$ cat config.mk
export PLATFORM = sky130hd
export DESIGN_NAME = life_automaton_grid_core_flat
export DESIGN_NICKNAME = d
export VERILOG_FILES = /design/src/rtl/lag_pkg.sv /design/src/rtl/lag_if.sv /design/src/rtl/life_automaton_grid_core.sv /design/src/rtl/lag_row_mem.sv /design/src/rtl/lag_row_update.sv /design/src/flat_wrapper.sv
export SDC_FILE = /design/constraint.sdc
export NUM_CORES = 2
export LEC_CHECK = 0
export BUFFER_PORTS_ARGS = -buffer_cell sky130_fd_sc_hd__buf_2
export CORE_MARGIN = 8
export CORE_UTILIZATION = 40
export CTS_CLUSTER_SIZE = 16
export DETAILED_ROUTE_END_ITERATION = 8
export GPL_TIMING_DRIVEN = 0
export HOLD_SLACK_MARGIN = 0.15
export PLACE_DENSITY_LB_ADDON = 0.3
export SYNTH_ARGS = -nofsm -noshare
export SYNTH_HDL_FRONTEND = slang
export SYNTH_HIERARCHICAL = 1
export SYNTH_SLANG_ARGS = --single-unit
$ cat constraint.sdc
create_clock -name i_clk -period 6.95 [get_ports i_clk]
set_input_delay 1.39 -clock i_clk [delete_from_list [all_inputs] [get_ports i_clk]]
set_output_delay 1.39 -clock i_clk [all_outputs]
set_load 0.02 [all_outputs]
$ cat src/rtl/lag_pkg.sv
// ----------------------------------------------------------------------------
// lag_pkg
// Shared types and constants of the life automaton grid core: operation
// codes, controller states, the memory command bundle and rule counts.
// ----------------------------------------------------------------------------
package lag_pkg;

    // Grid size bounds and field widths
    localparam int DIM_DEFAULT = 32;
    localparam int DIM_LIMIT   = 64;
    localparam int ROW_IDX_W   = 5;
    localparam int CELLS_W     = 32;

    // B3/S23 rule: born on three, survive on two or three
    localparam int BIRTH_COUNT   = 3;
    localparam int SURVIVE_COUNT = 2;
    localparam int NBR_CNT_W     = 4;

    typedef enum logic [1:0] {
        OP_WRITE = 2'd0,
        OP_READ  = 2'd1,
        OP_STEP  = 2'd2,
        OP_CLEAR = 2'd3
    } t_op;

    typedef enum logic [1:0] {
        ST_IDLE,
        ST_READ,
        ST_STEP
    } t_state;

    // Row memory command bundle
    typedef struct packed {
        logic rd_en;
        logic wr_en;
        logic clr;
    } t_mem_cmd;

endpackage

$ cat src/rtl/lag_if.sv
// ----------------------------------------------------------------------------
// lag_cmd_if / lag_rsp_if
// Valid/ready channels of the grid core: command beats in, read beats out.
// ----------------------------------------------------------------------------
interface lag_cmd_if;
    logic               valid;
    logic               ready;
    lag_pkg::t_op       op;
    logic [4:0]         row_index;
    logic [31:0]        row_cells;

    modport source (output valid, output op, output row_index, output row_cells,
                    input ready);
    modport sink   (input valid, input op, input row_index, input row_cells,
                    output ready);
endinterface

interface lag_rsp_if;
    logic               valid;
    logic               ready;
    logic [31:0]        read_cells;

    modport source (output valid, output read_cells, input ready);
    modport sink   (input valid, input read_cells, output ready);
endinterface

$ cat src/rtl/life_automaton_grid_core.sv
// ----------------------------------------------------------------------------
// life_automaton_grid_core
// Square B3/S23 cellular automaton grid held in a row memory, with row
// write, row read, whole-grid step and clear operations.
//
//   channel   dir   beat payload                     results
//   i_cmd     in    op, row_index, row_cells         read gives one beat
//   o_rsp     out   read_cells                       -
//
// Write and clear act on acceptance; read goes through ST_READ, which loads the
// output register (held there while o_rsp stalls, with i_cmd blocked).
// Step sweeps the grid: one memory read per row through a three-row window,
// a write back two rows behind the fetch, and a final row.
// Reset clears every row at once through per-row valid bits.
// ----------------------------------------------------------------------------
module life_automaton_grid_core #(
    parameter int GRID_DIM = lag_pkg::DIM_DEFAULT
) (
    input  logic       i_clk,
    input  logic       i_rst_n,
    lag_cmd_if.sink    i_cmd,
    lag_rsp_if.source  o_rsp
);
    import lag_pkg::*;

    localparam int ADDR_W = $clog2(GRID_DIM);
    localparam int CNT_W  = $clog2(GRID_DIM + 1);
    localparam int IDX_W  = (ADDR_W >= ROW_IDX_W) ? ADDR_W + 1 : ROW_IDX_W + 1;

    t_state              r_state, n_state;
    t_mem_cmd            mem_cmd;
    logic [ADDR_W-1:0]   rd_addr, wr_addr;
    logic [GRID_DIM-1:0] wr_data, rd_data, next_row, below_row;

    logic [IDX_W-1:0]    idx_ext;
    logic                idx_in_range, cmd_acc;

    logic [CNT_W-1:0]    r_rd_row;
    logic [ADDR_W-1:0]   r_wr_row;
    logic                r_arr, r_have_mid, r_rd_hit;
    logic [GRID_DIM-1:0] r_above, r_mid;
    logic                r_out_vld;
    logic [CELLS_W-1:0]  r_out_data;

    logic                step_rd_en, flush, out_load;

    // Decode the command row
    assign idx_ext      = IDX_W'(i_cmd.row_index);
    assign idx_in_range = idx_ext < IDX_W'(GRID_DIM);
    assign cmd_acc      = i_cmd.valid && i_cmd.ready;
    assign i_cmd.ready  = (r_state == ST_IDLE);

    assign step_rd_en = (r_state == ST_STEP) && (r_rd_row != CNT_W'(GRID_DIM));
    assign flush      = (r_state == ST_STEP) && !r_arr && !step_rd_en;
    assign below_row  = r_arr ? rd_data : '0;
    assign out_load   = (r_state == ST_READ) && (!r_out_vld || o_rsp.ready);

    // Hold the controller state
    always_ff @(posedge i_clk) begin
        if (!i_rst_n) begin
            r_state <= ST_IDLE;
        end else begin
            r_state <= n_state;
        end
    end

    // Select next state and memory commands
    always_comb begin
        n_state = r_state;
        mem_cmd = '0;
        rd_addr = idx_ext[ADDR_W-1:0];
        wr_addr = idx_ext[ADDR_W-1:0];
        wr_data = GRID_DIM'(i_cmd.row_cells);
        unique case (r_state)
            ST_IDLE: begin
                if (cmd_acc) begin
                    unique case (i_cmd.op)
                        OP_WRITE: mem_cmd.wr_en = idx_in_range;
                        OP_READ: begin
                            mem_cmd.rd_en = idx_in_range;
                            n_state       = ST_READ;
                        end
                        OP_STEP: begin
                            mem_cmd.rd_en = 1'b1;
                            rd_addr       = '0;
                            n_state       = ST_STEP;
                        end
                        OP_CLEAR: mem_cmd.clr = 1'b1;
                        default: ;
                    endcase
                end
            end
            ST_READ: begin
                if (out_load) begin
                    n_state = ST_IDLE;
                end
            end
            ST_STEP: begin
                mem_cmd.rd_en = step_rd_en;
                rd_addr       = r_rd_row[ADDR_W-1:0];
                mem_cmd.wr_en = (r_arr && r_have_mid) || flush;
                wr_addr       = r_wr_row;
                wr_data       = next_row;
                if (flush) begin
                    n_state = ST_IDLE;
                end
            end
            default: n_state = ST_IDLE;
        endcase
    end

    // Advance the step sweep and its three-row window
    always_ff @(posedge i_clk) begin
        if (!i_rst_n) begin
            r_arr      <= 1'b0;
            r_have_mid <= 1'b0;
            r_rd_row   <= '0;
            r_wr_row   <= '0;
        end else if (r_state == ST_IDLE) begin
            r_arr      <= cmd_acc && (i_cmd.op == OP_STEP);
            r_have_mid <= 1'b0;
            r_rd_row   <= CNT_W'(1);
            r_wr_row   <= '0;
        end else if (r_state == ST_STEP) begin
            r_arr <= step_rd_en;
            if (step_rd_en) begin
                r_rd_row <= r_rd_row + CNT_W'(1);
            end
            if (r_arr) begin
                r_have_mid <= 1'b1;
                if (r_have_mid) begin
                    r_wr_row <= r_wr_row + ADDR_W'(1);
                end
            end
        end
    end

    always_ff @(posedge i_clk) begin
        if (r_state == ST_IDLE) begin
            r_above <= '0;
            r_mid   <= '0;
        end else if (r_state == ST_STEP && r_arr) begin
            r_above <= r_mid;
            r_mid   <= rd_data;
        end
    end

    // Remember whether the read row lies inside the grid
    always_ff @(posedge i_clk) begin
        if (cmd_acc) begin
            r_rd_hit <= idx_in_range;
        end
    end

    // Hold the read beat until taken
    always_ff @(posedge i_clk) begin
        if (!i_rst_n) begin
            r_out_vld <= 1'b0;
        end else if (out_load) begin
            r_out_vld <= 1'b1;
        end else if (o_rsp.ready) begin
            r_out_vld <= 1'b0;
        end
    end

    always_ff @(posedge i_clk) begin
        if (out_load) begin
            r_out_data <= r_rd_hit ? CELLS_W'(rd_data) : '0;
        end
    end

    assign o_rsp.valid      = r_out_vld;
    assign o_rsp.read_cells = r_out_data;

    lag_row_mem #(
        .GRID_DIM (GRID_DIM)
    ) u_row_mem (
        .i_clk     (i_clk),
        .i_rst_n   (i_rst_n),
        .i_cmd     (mem_cmd),
        .i_rd_addr (rd_addr),
        .i_wr_addr (wr_addr),
        .i_wr_data (wr_data),
        .o_rd_data (rd_data)
    );

    lag_row_update #(
        .GRID_DIM (GRID_DIM)
    ) u_row_update (
        .i_above (r_above),
        .i_mid   (r_mid),
        .i_below (below_row),
        .o_next  (next_row)
    );

`ifndef SYNTHESIS
    // Write back never lands on the row being fetched in the same cycle
    a_step_no_overlap: assert property (@(posedge i_clk) disable iff (!i_rst_n)
        (mem_cmd.rd_en && mem_cmd.wr_en) |-> (CNT_W'(wr_addr) != CNT_W'(rd_addr)))
        else $error("step write and read hit the same row");

    // The final write of a step is the last grid row
    a_flush_last_row: assert property (@(posedge i_clk) disable iff (!i_rst_n)
        flush |-> (r_wr_row == ADDR_W'(GRID_DIM - 1)))
        else $error("step ended on the wrong row");

    // A step always returns to idle after its final row
    a_flush_to_idle: assert property (@(posedge i_clk) disable iff (!i_rst_n)
        flush |=> (r_state == ST_IDLE))
        else $error("step did not finish");

    // A read beat only appears after a read
    a_out_from_read: assert property (@(posedge i_clk) disable iff (!i_rst_n)
        $rose(r_out_vld) |-> ($past(r_state) == ST_READ))
        else $error("read beat without a read");
`endif

endmodule

$ cat src/rtl/lag_row_mem.sv
// ----------------------------------------------------------------------------
// lag_row_mem
// Row store: one grid row per entry, one write and one registered read port.
// Per-row valid bits make unwritten and cleared rows read as all dead.
// ----------------------------------------------------------------------------
module lag_row_mem #(
    parameter int GRID_DIM = lag_pkg::DIM_DEFAULT
) (
    input  logic                          i_clk,
    input  logic                          i_rst_n,
    input  lag_pkg::t_mem_cmd             i_cmd,
    input  logic [$clog2(GRID_DIM)-1:0]   i_rd_addr,
    input  logic [$clog2(GRID_DIM)-1:0]   i_wr_addr,
    input  logic [GRID_DIM-1:0]           i_wr_data,
    output logic [GRID_DIM-1:0]           o_rd_data
);
    import lag_pkg::*;

    logic [GRID_DIM-1:0] r_mem [GRID_DIM];
    logic [GRID_DIM-1:0] r_vld;
    logic [GRID_DIM-1:0] r_rd_data;
    logic                r_rd_vld;

    // Write the row array
    always_ff @(posedge i_clk) begin
        if (i_cmd.wr_en) begin
            r_mem[i_wr_addr] <= i_wr_data;
        end
    end

    // Track rows that hold written data; clear drops them all
    always_ff @(posedge i_clk) begin
        if (!i_rst_n || i_cmd.clr) begin
            r_vld <= '0;
        end else if (i_cmd.wr_en) begin
            r_vld[i_wr_addr] <= 1'b1;
        end
    end

    // Register the read row and its valid bit
    always_ff @(posedge i_clk) begin
        if (i_cmd.rd_en) begin
            r_rd_data <= r_mem[i_rd_addr];
        end
    end

    always_ff @(posedge i_clk) begin
        if (!i_rst_n) begin
            r_rd_vld <= 1'b0;
        end else if (i_cmd.rd_en) begin
            r_rd_vld <= r_vld[i_rd_addr];
        end
    end

    assign o_rd_data = r_rd_vld ? r_rd_data : '0;

endmodule

$ cat src/rtl/lag_row_update.sv
// ----------------------------------------------------------------------------
// lag_row_update
// Next generation of one row from the row above, the row itself and the row
// below. Cells past either edge count as dead.
// ----------------------------------------------------------------------------
module lag_row_update #(
    parameter int GRID_DIM = lag_pkg::DIM_DEFAULT
) (
    input  logic [GRID_DIM-1:0] i_above,
    input  logic [GRID_DIM-1:0] i_mid,
    input  logic [GRID_DIM-1:0] i_below,
    output logic [GRID_DIM-1:0] o_next
);
    import lag_pkg::*;

    logic [GRID_DIM-1:0] above_w, above_e, mid_w, mid_e, below_w, below_e;

    // Align west and east neighbors onto each column, zero filled at edges
    assign above_w = i_above << 1;
    assign above_e = i_above >> 1;
    assign mid_w   = i_mid << 1;
    assign mid_e   = i_mid >> 1;
    assign below_w = i_below << 1;
    assign below_e = i_below >> 1;

    // Count live neighbors per column and apply the rule
    always_comb begin
        logic [NBR_CNT_W-1:0] cnt;
        for (int c = 0; c < GRID_DIM; c++) begin
            cnt = NBR_CNT_W'(above_w[c]) + NBR_CNT_W'(i_above[c]) + NBR_CNT_W'(above_e[c])
                + NBR_CNT_W'(mid_w[c]) + NBR_CNT_W'(mid_e[c])
                + NBR_CNT_W'(below_w[c]) + NBR_CNT_W'(i_below[c])
                + NBR_CNT_W'(below_e[c]);
            o_next[c] = (cnt == NBR_CNT_W'(BIRTH_COUNT))
                      || (i_mid[c] && (cnt == NBR_CNT_W'(SURVIVE_COUNT)));
        end
    end

endmodule

$ cat src/flat_wrapper.sv
// flat-port wrapper written by rule: the top's interface ports become plain ports
module life_automaton_grid_core_flat import lag_pkg::*;
#(
    parameter int GRID_DIM = lag_pkg::DIM_DEFAULT
)
  (i_clk, i_rst_n, i_cmd_valid, i_cmd_op, i_cmd_row_index, i_cmd_row_cells, i_cmd_ready, o_rsp_valid, o_rsp_read_cells, o_rsp_ready);
  lag_cmd_if i_cmd_i ();
  lag_rsp_if o_rsp_i ();
  input  logic i_clk;
  input  logic i_rst_n;
  input wire logic [$bits(i_cmd_i.valid)-1:0] i_cmd_valid;
  input wire logic [$bits(i_cmd_i.op)-1:0] i_cmd_op;
  input wire logic [$bits(i_cmd_i.row_index)-1:0] i_cmd_row_index;
  input wire logic [$bits(i_cmd_i.row_cells)-1:0] i_cmd_row_cells;
  output wire logic [$bits(i_cmd_i.ready)-1:0] i_cmd_ready;
  output wire logic [$bits(o_rsp_i.valid)-1:0] o_rsp_valid;
  output wire logic [$bits(o_rsp_i.read_cells)-1:0] o_rsp_read_cells;
  input wire logic [$bits(o_rsp_i.ready)-1:0] o_rsp_ready;
  assign i_cmd_i.valid = i_cmd_valid;
  assign i_cmd_i.op = i_cmd_op;
  assign i_cmd_i.row_index = i_cmd_row_index;
  assign i_cmd_i.row_cells = i_cmd_row_cells;
  assign i_cmd_ready = i_cmd_i.ready;
  assign o_rsp_valid = o_rsp_i.valid;
  assign o_rsp_read_cells = o_rsp_i.read_cells;
  assign o_rsp_i.ready = o_rsp_ready;
  life_automaton_grid_core #(.GRID_DIM(GRID_DIM)) u_core (.i_clk(i_clk), .i_rst_n(i_rst_n), .i_cmd(i_cmd_i), .o_rsp(o_rsp_i));
endmodule
==> metrics.txt <==
status finished clean; Leak Pwr 0.0198 uW; total track usage 0.191; clock slew at reported path FFs 0.05 ns; yosys warns 6; crit end category flip-flop; Worst-Skew Late Latency 0.74 ns; drt drc 0; worst hold path class flip-flop to flip-flop; Min-Delay Path Depth 2; clock sink count 1201; Post-CTS Hold Fix Bufs 0; TritonRoute pass-1 iters 5; CTS tree yes; initial drt markers 3195; Die ar. 0.140 mm^2; IO Port Bufs 76; core area 0.127 mm^2; initial antenna violation count 9; Pwr Density 267 mW/mm^2; vias per cell 5.56; Syn Area/Cell 18.6 um^2; total gr overflow 0; crit path max fanout 10; ratio of final minimum period to clock period 0.830; Post-Place Cell Area 0.0549 mm^2; max_cap viols 0; critical path's largest stage delay 0.93 ns; Rel. slew slack 0.0915; final hold violations 0; Yosys cell types 48; clk buf depth 3; Top Ports 77; Min-Delay Endpoint u_core/r_above[7]$_SDFFE_PP0P_; routed len/inst 28.2 um; CP Data Arrival Time 6.22 ns; Die H 374 um; Critical R2R Launch u_core/r_state[0]$_SDFFE_PN0P_; Crit-path slowest cell buf_1; post-route core utilization 0.463; Area growth, synth to finish 15.0%; Final Max Slew Viols 0; Yosys reg bits 1201; Root Buffer clkbuf_16; Antenna Nets Post-Route 0; fin nets 3274; CP cell instances buf_2, inv_1, ha_1, a21oi_1, or2_2, a22o_1, clkbuf_1, clkbuf_1, buf_1, mux4_2, mux4_2, mux2_2; reg2reg end u_core/u_row_mem/r_rd_data[15]$_DFFE_PP_; DR vias 26500; Worst R2R Setup Slack 1.61 ns; syn_nets 3026; Seq/Total Area, Yosys 0.681; hold slack 0.463 ns; Final setup viols 0; cell area after synthesis 0.0513 mm^2; skew final 0.0400 ns; largest net degree at the start of global routing 35; total length of routed wires 135000 um; ratio of cells with drive above 1 in the final layout 0.250; Starting Density 0.403; Setup TNS Final 0 ns; CTS resizes 0; Hold Path Origin u_core/r_above[7]$_SDFFE_PP0P_; CTS HTree Levels 4; required time of the critical path 7.40 ns; RSZ-0062 raised after global routing false; worst slew pin tran 1.36 ns; design area 0.0590 mm^2; Setup CP Type input port to flip-flop; vias in the first global route 27100; row cnt 131; Worst VDD drop 0.165 mV; cells after synthesis 2760; gpl congestion 0.803; fmax 0.173 GHz; DP HPWL 91400 um; post-CTS setup buffer count 0; shortest period the worst path allows 5.77 ns; startpoint class of the critical path input port; TritonCTS Buffers 130; Die X 374 um; Worst R2R Path Depth 9; first-pass GRT wire length 194000 um
cell usage after synthesis (all sizes together):
library cell	count	share of area
buf	58	0.0067
a31oi	3	0.00037
a211oi	2	0.00029
mux4	320	0.14
inv	223	0.016
clkbuf	60	0.0044
or3b	3	0.00051
nor4b	1	0.00046
mux2	70	0.015
nor2b	6	0.00073
and2	66	0.0080
a22o	4	0.00068
fa	124	0.048
nand2	143	0.010
o311ai	1	0.00017
and3b	1	0.00017
nand3	38	0.0037
o21a	32	0.0047
nor2	48	0.0035
or3	5	0.00061
o221a	1	0.00022
o21ai	36	0.0035
a22oi	4	0.00059
nor3b	3	0.00044
mux2i	17	0.0033
nand3b	8	0.0012
or2	30	0.0037
nand4b	1	0.00029
a31o	2	0.00034
or4	2	0.00029
a211o	1	0.00017
nand2b	3	0.00037
and3	3	0.00037
a21oi	135	0.013
o311a	1	0.00020
xor2	1	0.00017
ha	99	0.024
nor3	1	0.000097
o31ai	2	0.00029
edfxtp	1088	0.64
dfxtp	113	0.044
nor4bb	1	0.00020
where the power goes:
group | total (uW) | switching, uW | internal (uW)
logic | 1130 | 683 | 448
clock network | 6630 | 2810 | 3830
registers | 8000 | 28.2 | 7970
total | 15800 | 3520 | 12200
through the flow:
step	worst slack, ns	power [uW]	cells
2_1_floorplan	2.68	8840	2760
3_3_place_gp	-0.0511	9270	4498
3_5_place_dp	0.532	9290	4538
4_1_cts	1.31	15900	4768
5_1_grt	1.20	16200	4768
6_report	1.18	15800	4769
cell usage in the layout, fill, tap and decap left out, drive strengths merged, types with 2 or more instances in the layout:
cell / synthesis / routed
a211oi: 2 / 2
a21oi: 135 / 135
a22o: 4 / 4
a22oi: 4 / 4
a31o: 2 / 2
a31oi: 3 / 3
and2: 66 / 66
and3: 3 / 3
buf: 58 / 174
bufinv: 0 / 6
clkbuf: 60 / 234
clkinv: 0 / 43
clkinvlp: 0 / 3
dfxtp: 113 / 113
edfxtp: 1088 / 1088
fa: 124 / 124
ha: 99 / 99
inv: 223 / 227
mux2: 70 / 70
mux2i: 17 / 17
mux4: 320 / 320
nand2: 143 / 143
nand2b: 3 / 3
nand3: 38 / 38
nand3b: 8 / 8
nor2: 48 / 48
nor2b: 6 / 6
nor3b: 3 / 3
o21a: 32 / 32
o21ai: 36 / 36
o31ai: 2 / 2
or2: 30 / 30
or3: 5 / 5
or3b: 3 / 3
or4: 2 / 2
worst max path at each step:
stage                 from                                       end  slack (ns)  cells past startpoint
3_5_place_dp   i_cmd_op[0]  u_core/u_row_mem/r_rd_data[15]$_DFFE_PP_        0.53                     12
6_report       i_cmd_op[0]  u_core/u_row_mem/r_rd_data[15]$_DFFE_PP_        1.18                     12
4_1_cts        i_cmd_op[0]  u_core/u_row_mem/r_rd_data[15]$_DFFE_PP_        1.31                     12
3_3_place_gp   i_cmd_op[0]    u_core/u_row_mem/r_mem[0][8]$_DFFE_PP_       -0.05                      8
2_1_floorplan  i_cmd_op[0]   u_core/u_row_mem/r_mem[12][0]$_DFFE_PP_        2.68                      7
5_1_grt        i_cmd_op[0]  u_core/u_row_mem/r_rd_data[15]$_DFFE_PP_        1.20                     12
flip-flops by register name, summed over array words and instances, names as in the netlist:
signal                      flops
u_core/u_row_mem/r_rd_vld       1
u_core/r_above                 32
u_core/r_wr_row                 5
u_core/u_row_mem/r_mem       1024
u_core/u_row_mem/r_rd_data     32
u_core/r_state                  2
u_core/o_rsp.read_cells        32
u_core/r_have_mid               1
u_core/r_arr                    1
u_core/r_mid                   32
u_core/u_row_mem/r_vld         32
u_core/o_rsp.valid              1
u_core/r_rd_row                 6
logic make-up (layout without fill, tap and decap cells):
group,count (synthesis),count (layout),share of synthesized area
muxes,407,407,0.159
other,0,1,0
and+or+nand+nor,363,363,0.0352
adders and majority gates,223,223,0.0725
xor gates and xnor gates,1,1,0.000171
AOI/OAI and AO/OA,224,224,0.0247
buffers and inverters,341,687,0.0274
DFF,1201,1201,0.681
layout make-up:
cell class | instances | area [um^2]
Fill cell | 10700 | 68400
Clock inverter | 56 | 523
Antenna cell | 1 | 2.50
Buffer | 118 | 567
Inverter | 223 | 837
Timing Repair Buffer | 116 | 1280
Sequential cell | 1201 | 34900
Tap cell | 1662 | 2080
Clock buffer | 174 | 3550
Multi-Input combinational cell | 1218 | 15200
routing by layer:
| metal | wire (um) | track usage | vias up |
|---|---|---|---|
| met2 | 62900 | 0.301 | 1105 |
| met4 | 3220 | 0.0531 | 2 |
| met1 | 57100 | 0.270 | 14000 |
| met5 | 12 | 0 | - |
| met3 | 11400 | 0.0410 | 200 |
| li1 | - | - | 11200 |
worst max-delay path, delay by kind of cell:
kind / cells / cell delay, ns
adders and majority gates: 1 / 0.22
buffers and inverters: 5 / 2.69
and+or+nand+nor: 1 / 0.19
muxes: 3 / 1.30
AOI/OAI and AO/OA: 2 / 0.37
Power figures use the tool's default switching activity.
